**config.mk**
```make
export PLATFORM = sky130hd
export DESIGN_NAME = bresenham_line_rasterizer
export DESIGN_NICKNAME = d
export VERILOG_FILES = /design/src/rtl/blr_pkg.sv /design/src/rtl/bresenham_line_rasterizer.sv
export SDC_FILE = /design/constraint.sdc
export NUM_CORES = 1
export LEC_CHECK = 0
export ABC_AREA = 1
export CAP_MARGIN = 5
export CORE_MARGIN = 1
export CORE_UTILIZATION = 65
export CTS_CLUSTER_SIZE = 24
export DETAILED_ROUTE_END_ITERATION = 16
export DONT_BUFFER_PORTS = 1
export GPL_TIMING_DRIVEN = 0
export PLACE_DENSITY = 0.87
export SKIP_CTS_REPAIR_TIMING = 1
export SLEW_MARGIN = 10
export SYNTH_ARGS = -nofsm -noshare
export SYNTH_HDL_FRONTEND = slang
export SYNTH_SLANG_ARGS = --single-unit
```
**constraint.sdc**
```tcl
create_clock -name clk_i -period 8.9 [get_ports clk_i]
set_input_delay 2.67 -clock clk_i [delete_from_list [all_inputs] [get_ports clk_i]]
set_output_delay 2.67 -clock clk_i [all_outputs]
set_load 0.05 [all_outputs]
```
**src/rtl/blr_pkg.sv**
```systemverilog
// types and constants shared by the line rasterizer files
`default_nettype none

package blr_pkg;

  localparam int unsigned COORD_BITS = 12;
  localparam int unsigned DIFF_BITS  = COORD_BITS + 1;
  localparam int unsigned DEC_BITS   = COORD_BITS + 4;
  localparam int unsigned COLOR_BITS = 8;

  localparam logic MODE_LOAD = 1'b0;
  localparam logic MODE_STEP = 1'b1;

  typedef struct packed {
    logic                         mode;
    logic signed [COORD_BITS-1:0] start_x;
    logic signed [COORD_BITS-1:0] start_y;
    logic signed [COORD_BITS-1:0] end_x;
    logic signed [COORD_BITS-1:0] end_y;
    logic [COLOR_BITS-1:0]        color;
  } in_item_t;

  typedef struct packed {
    logic signed [COORD_BITS-1:0] pixel_x;
    logic signed [COORD_BITS-1:0] pixel_y;
    logic [COLOR_BITS-1:0]        pixel_color;
    logic                         last_pixel;
  } out_item_t;

endpackage

`default_nettype wire

```
**src/rtl/bresenham_line_rasterizer.sv**
```systemverilog
// A pixel passes through the input register and then the result register before it is offered.
// Throughput: one item per cycle unless a held-back result stalls the input; a load and each step
// cost one pass through the input register, the setup or step adder stage and the result register.
// A step while idle gives no pixel and still passes through the input register.
// Reset (asynchronous, active low) empties both registers and clears the line state.
`default_nettype none

module bresenham_line_rasterizer (
  input  wire logic              clk_i,
  input  wire logic              rst_ni,
  input  wire logic              in_valid_i,
  output logic                   in_stall_o,
  input  wire blr_pkg::in_item_t in_data_i,
  output logic                   out_valid_o,
  input  wire logic              out_stall_i,
  output blr_pkg::out_item_t     out_data_o
);

  localparam int unsigned CB = blr_pkg::COORD_BITS;
  localparam int unsigned EB = blr_pkg::DIFF_BITS;
  localparam int unsigned DB = blr_pkg::DEC_BITS;

  // input register
  logic              s1_valid_q;
  blr_pkg::in_item_t s1_data_q;

  // result register
  logic               out_valid_q;
  blr_pkg::out_item_t out_data_q;

  // line state
  logic                          active_q, active_d;
  logic signed [CB-1:0]          cur_x_q, cur_x_d;
  logic signed [CB-1:0]          cur_y_q, cur_y_d;
  logic signed [CB-1:0]          major_end_q, major_end_d;
  logic signed [DB-1:0]          decision_q, decision_d;
  logic signed [DB-1:0]          incr_straight_q, incr_straight_d;
  logic signed [DB-1:0]          incr_up_q, incr_up_d;
  logic signed [DB-1:0]          incr_down_q, incr_down_d;
  logic                          major_is_y_q, major_is_y_d;
  logic                          minor_falls_q, minor_falls_d;
  logic [blr_pkg::COLOR_BITS-1:0] line_color_q, line_color_d;

  logic               produces;
  logic               advance;
  logic               last_d;

  // setup path signals
  logic signed [EB-1:0] dx, dy, adx, ady, dmin_sel, dmin, dmaj;
  logic                 ld_major_is_y, ld_swap;
  logic signed [DB-1:0] dmin_w, dmaj_w;

  // step path signals
  logic                 dec_le0;
  logic signed [CB-1:0] minor_step;
  logic signed [CB-1:0] step_x, step_y, step_major;

  // handshake
  assign produces   = (s1_data_q.mode == blr_pkg::MODE_LOAD) || active_q;
  assign advance    = s1_valid_q && (!out_valid_q || !out_stall_i || !produces);
  assign in_stall_o = s1_valid_q && !advance;

  // load setup: axis choice, ordering and the major and minor differences
  always_comb begin
    dx  = EB'(s1_data_q.end_x) - EB'(s1_data_q.start_x);
    dy  = EB'(s1_data_q.end_y) - EB'(s1_data_q.start_y);
    adx = dx[EB-1] ? -dx : dx;
    ady = dy[EB-1] ? -dy : dy;
    ld_major_is_y = !(adx > ady);
    ld_swap  = ld_major_is_y ? dy[EB-1] : dx[EB-1];
    dmaj     = ld_major_is_y ? ady : adx;
    dmin_sel = ld_major_is_y ? dx : dy;
    dmin     = ld_swap ? -dmin_sel : dmin_sel;
    dmin_w   = DB'(dmin);
    dmaj_w   = DB'(dmaj);
  end

  // step: decision sign picks the minor move
  always_comb begin
    dec_le0 = decision_q[DB-1] || (decision_q == '0);
    if (!minor_falls_q) begin
      minor_step = dec_le0 ? CB'(0) : CB'(1);
    end else begin
      minor_step = dec_le0 ? -CB'(1) : CB'(0);
    end
    if (major_is_y_q) begin
      step_y = cur_y_q + CB'(1);
      step_x = cur_x_q + minor_step;
      step_major = step_y;
    end else begin
      step_x = cur_x_q + CB'(1);
      step_y = cur_y_q + minor_step;
      step_major = step_x;
    end
  end

  // next line state and last flag
  always_comb begin
    active_d        = active_q;
    cur_x_d         = cur_x_q;
    cur_y_d         = cur_y_q;
    major_end_d     = major_end_q;
    decision_d      = decision_q;
    incr_straight_d = incr_straight_q;
    incr_up_d       = incr_up_q;
    incr_down_d     = incr_down_q;
    major_is_y_d    = major_is_y_q;
    minor_falls_d   = minor_falls_q;
    line_color_d    = line_color_q;
    last_d          = 1'b0;
    case (s1_data_q.mode)
      blr_pkg::MODE_LOAD: begin
        major_is_y_d    = ld_major_is_y;
        minor_falls_d   = dmin[EB-1];
        decision_d      = dmin[EB-1] ? (dmin_w + dmin_w + dmaj_w) : (dmin_w + dmin_w - dmaj_w);
        incr_up_d       = (dmin_w - dmaj_w) + (dmin_w - dmaj_w);
        incr_straight_d = dmin_w + dmin_w;
        incr_down_d     = (dmin_w + dmaj_w) + (dmin_w + dmaj_w);
        cur_x_d         = ld_swap ? s1_data_q.end_x : s1_data_q.start_x;
        cur_y_d         = ld_swap ? s1_data_q.end_y : s1_data_q.start_y;
        if (ld_major_is_y) begin
          major_end_d = ld_swap ? s1_data_q.start_y : s1_data_q.end_y;
        end else begin
          major_end_d = ld_swap ? s1_data_q.start_x : s1_data_q.end_x;
        end
        line_color_d    = s1_data_q.color;
        last_d          = (dmaj == '0);
        active_d        = !last_d;
      end
      blr_pkg::MODE_STEP: begin
        if (dec_le0 != minor_falls_q) begin
          decision_d = decision_q + incr_straight_q;
        end else if (minor_falls_q) begin
          decision_d = decision_q + incr_down_q;
        end else begin
          decision_d = decision_q + incr_up_q;
        end
        cur_x_d  = step_x;
        cur_y_d  = step_y;
        last_d   = (step_major >= major_end_q);
        active_d = !last_d;
      end
      default: begin
        last_d = 1'b0;
      end
    endcase
  end

  // input register control
  always_ff @(posedge clk_i or negedge rst_ni) begin
    if (!rst_ni) begin
      s1_valid_q <= 1'b0;
    end else if (!in_stall_o) begin
      s1_valid_q <= in_valid_i;
    end
  end

  // input register payload
  always_ff @(posedge clk_i) begin
    if (in_valid_i && !in_stall_o) begin
      s1_data_q <= in_data_i;
    end
  end

  // result register control
  always_ff @(posedge clk_i or negedge rst_ni) begin
    if (!rst_ni) begin
      out_valid_q <= 1'b0;
    end else if (advance && produces) begin
      out_valid_q <= 1'b1;
    end else if (!out_stall_i) begin
      out_valid_q <= 1'b0;
    end
  end

  // result register payload
  always_ff @(posedge clk_i) begin
    if (advance && produces) begin
      out_data_q.pixel_x     <= cur_x_d;
      out_data_q.pixel_y     <= cur_y_d;
      out_data_q.pixel_color <= line_color_d;
      out_data_q.last_pixel  <= last_d;
    end
  end

  // line state update on every transfer that makes a pixel
  always_ff @(posedge clk_i or negedge rst_ni) begin
    if (!rst_ni) begin
      active_q        <= 1'b0;
      cur_x_q         <= '0;
      cur_y_q         <= '0;
      major_end_q     <= '0;
      decision_q      <= '0;
      incr_straight_q <= '0;
      incr_up_q       <= '0;
      incr_down_q     <= '0;
      major_is_y_q    <= 1'b0;
      minor_falls_q   <= 1'b0;
      line_color_q    <= '0;
    end else if (advance && produces) begin
      active_q        <= active_d;
      cur_x_q         <= cur_x_d;
      cur_y_q         <= cur_y_d;
      major_end_q     <= major_end_d;
      decision_q      <= decision_d;
      incr_straight_q <= incr_straight_d;
      incr_up_q       <= incr_up_d;
      incr_down_q     <= incr_down_d;
      major_is_y_q    <= major_is_y_d;
      minor_falls_q   <= minor_falls_d;
      line_color_q    <= line_color_d;
    end
  end

  assign out_valid_o = out_valid_q;
  assign out_data_o  = out_data_q;

endmodule

`default_nettype wire

```
==> results.md <==
- Kind of critical path: reg2reg
- Critical path's slowest cell: o21ai_0
- Starting density of the core: 0.6659
- Final ANT Viol Nets: 0
- Final setup viols: 0
- Worst Hold Depth: 2
- EDFF count, synth: 90
- CP Data Arrival Time: approximately 8.5 ns
- Synth Area in Adders: 0.1173
- Layout cells sized above 1: 0.05105
- Largest net degree at the start of global routing: 105
- Slack of the worst reg-to-reg path: around 0.76 ns
- RD Place Congestion: ~1.1
- Register bit total from synthesis: 194
- CTS Buf Count: 17
- Worst Hold Endpoint: incr_up_q[12]
- Clock H-tree levels: 4
- Worst-margin pin slew: 1.116 ns
- Clock Tree Buf Depth: 2
- DRC viols: 0
- Cell area after synthesis: 0.01512 mm2
- Register area share after synthesis: 0.3508
- Mean Syn Cell Area: roughly 7.3 um2
- Vias in the first global route: 13700
- Critical Path RT: 9.21 ns
- Worst R2R Path Depth: 40
- Synth Warn #: 0
- Core area: approximately 0.023 mm2
- Minimum clock period: 8.144 ns
- Worst Hold Class: reg2reg
- CP max stage delay: about 0.6 ns
- Post-route setup TNS: 0 ns
- Initial antenna violation count: 4
- Mapped Nets: 2260
- Skew-Pair Late Insertion Delay: 0.45 ns
- Die Y: 154.5 um
- CTS clk-pin slew, worst paths: 0.09 ns
- IO Pins: 96
- Crit. End Element: flop
- Die area: 0.02388 mm2
- CP delay by family, top: simple AND/OR/NAND/NOR gates
- Worst setup SP type: flop
- DRT Wirelength: 45910 um
- Leading cell type in the layout, fill and taps excluded: nand2_1
- Most common flop cell mapped by yosys: dfrtp_1
- Root Buffer: clkbuf_16
- IO Port Bufs: 0
- Relative slew slack: 0.2563
- Distinct cells, synth: 48
- Cells after Synth: 2062
- Largest family of logic cells by synthesized area: simple AND/OR/NAND/NOR gates
- Crit share post-route: 0.9150
- CP Max Fanout: 10
- Synth async-reset ratio: 0.5361
- Synth Area in Simple Gates: 0.2370
- Sink count of the clock tree: 194
- Outcome: completed
- CTS tree: yes
- CP Buf/Inv Count: 5
- Pins Over Slew Limit: 0
- DR vias: 14560
- First-pass GRT wire length: 71620 um
- Clock Skew: 0.01635 ns
- Final hold violations: 0
- Drt pass-1 iters: 6
- Fmax: around 120 MHz
- XOR/XNOR share of the synthesized area: 0.04112
- Layout net count: 2281
- Wire length per cell: 19.27 um
- Most frequent cells in the layout: nand2_1, inv_1, o21ai_0
- Worst r2r src: s1_data_q[20]
- Iteration-0 DRC Markers: 1766
- RSZ-0062 raised after global routing: no
- Startpoint of the worst hold path: incr_up_q[12]
- Post-synthesis mux area share: 0
- Max-cap viol count: 0
- FF-to-FF End: incr_up_q[13]
- Worst setup startpoint: s1_data_q[20]
- Total track usage: 0.3914
- Die W: 154.5 um
- Post-DP HPWL: 35520 um
- CP dominant cell by count: nand2_1
- FP Rows: 55
- Total grt overflow: 0
- Via density: 6.110
- Synth-to-layout area growth: 6.926%
- Compound-Gate Fraction of Synth Area: 0.1625
-- how the worst max path moves through the flow --
stage / endpoint / slack, ns / depth (start not counted)
6_report: incr_up_q[13] / 0.76 / 40
5_1_grt: decision_q[14] / 0.01 / 53
4_1_cts: incr_up_q[13] / 0.91 / 40
3_5_place_dp: incr_up_q[13] / 0.91 / 40
3_3_place_gp: incr_up_q[13] / 1.09 / 40
2_1_floorplan: decision_q[13] / 2.30 / 51
-- area by class of cell --
type	instances	area, um2
Clock buffer	17	425.4
Tap cell	285	356.6
Timing Repair Buffer	2	40.04
Multi-Input combinational cell	1517	8437
Antenna cell	2	5.005
Fill cell	1816	6540
Buffer	61	290.3
Sequential cell	194	5305
Inverter	290	1091
Clock inverter	15	219.0
-- registers in the layout (all words and copies together), names as in the netlist --
name	flops
major_end_q	12
cur_x_q	12
s1_valid_q	1
incr_down_q	13
line_color_q	8
incr_straight_q	13
active_q	1
cur_y_q	12
s1_data_q	57
out_data_o	33
decision_q	16
out_valid_o	1
major_is_y_q	1
incr_up_q	14
-- cells in the mapped netlist (all sizes together) (6+ instances only) --
| library cell | count | area, um2 |
|---|---|---|
| nand2 | 568 | 2228 |
| inv | 289 | 1087 |
| o21ai | 255 | 1303 |
| nor2 | 144 | 575.6 |
| a21oi | 139 | 703.2 |
| ha | 129 | 1614 |
| dfrtp | 104 | 2603 |
| nand3 | 95 | 518.0 |
| edfxtp | 90 | 2703 |
| xor2 | 58 | 508.0 |
| clkbuf | 46 | 172.7 |
| a31oi | 25 | 156.4 |
| nor3 | 16 | 85.08 |
| buf | 15 | 116.4 |
| xnor2 | 13 | 113.9 |
| nand4 | 11 | 68.82 |
| o21bai | 11 | 82.58 |
| fa | 8 | 160.2 |
| o22ai | 7 | 43.79 |
| nand3b | 6 | 45.04 |
-- stage by stage --
step | worst slack (ns) | utilization | hold slack, ns | cells | cell area (um2)
floorplan | 2.305 | - | 0.4426 | 2062 | 15120
global placement | 1.090 | 0.6816 | 0.4635 | 2347 | 15480
detailed placement | 0.9116 | 0.6834 | 0.4643 | 2349 | 15520
CTS | 0.9055 | 0.7118 | 0.4915 | 2381 | 16160
global route | 0.01158 | 0.7120 | 0.5217 | 2383 | 16170
finish | 0.7564 | 0.7120 | 0.4925 | 2383 | 16170
-- layer usage --
layer	routed length, um	track usage	vias to the layer above
met1	17750	0.5069	6701
met3	5673	0.1023	143
li1	-	-	6807
met4	1955	0.1726	4
met2	20510	0.6186	906
met5	26	0	-
-- worst min-delay path: stages, from the launching register on --
cell,delay (ns)
dfrtp_1,0.36
nand2_1,0.05
nand2_1,0.05
-- cell families (layout without fill, tap and decap cells) --
| logic type | count (synthesis) | after routing |
|---|---|---|
| fa+ha+maj | 137 | 137 |
| xor+xnor | 71 | 71 |
| buf+inv | 351 | 385 |
| other cells | 0 | 2 |
| simple gates | 850 | 850 |
| compound gates | 459 | 459 |
| flops | 194 | 194 |
Power is not shown: default switching activity piles up to over one toggle a cycle in this logic, so the estimate is an artifact.
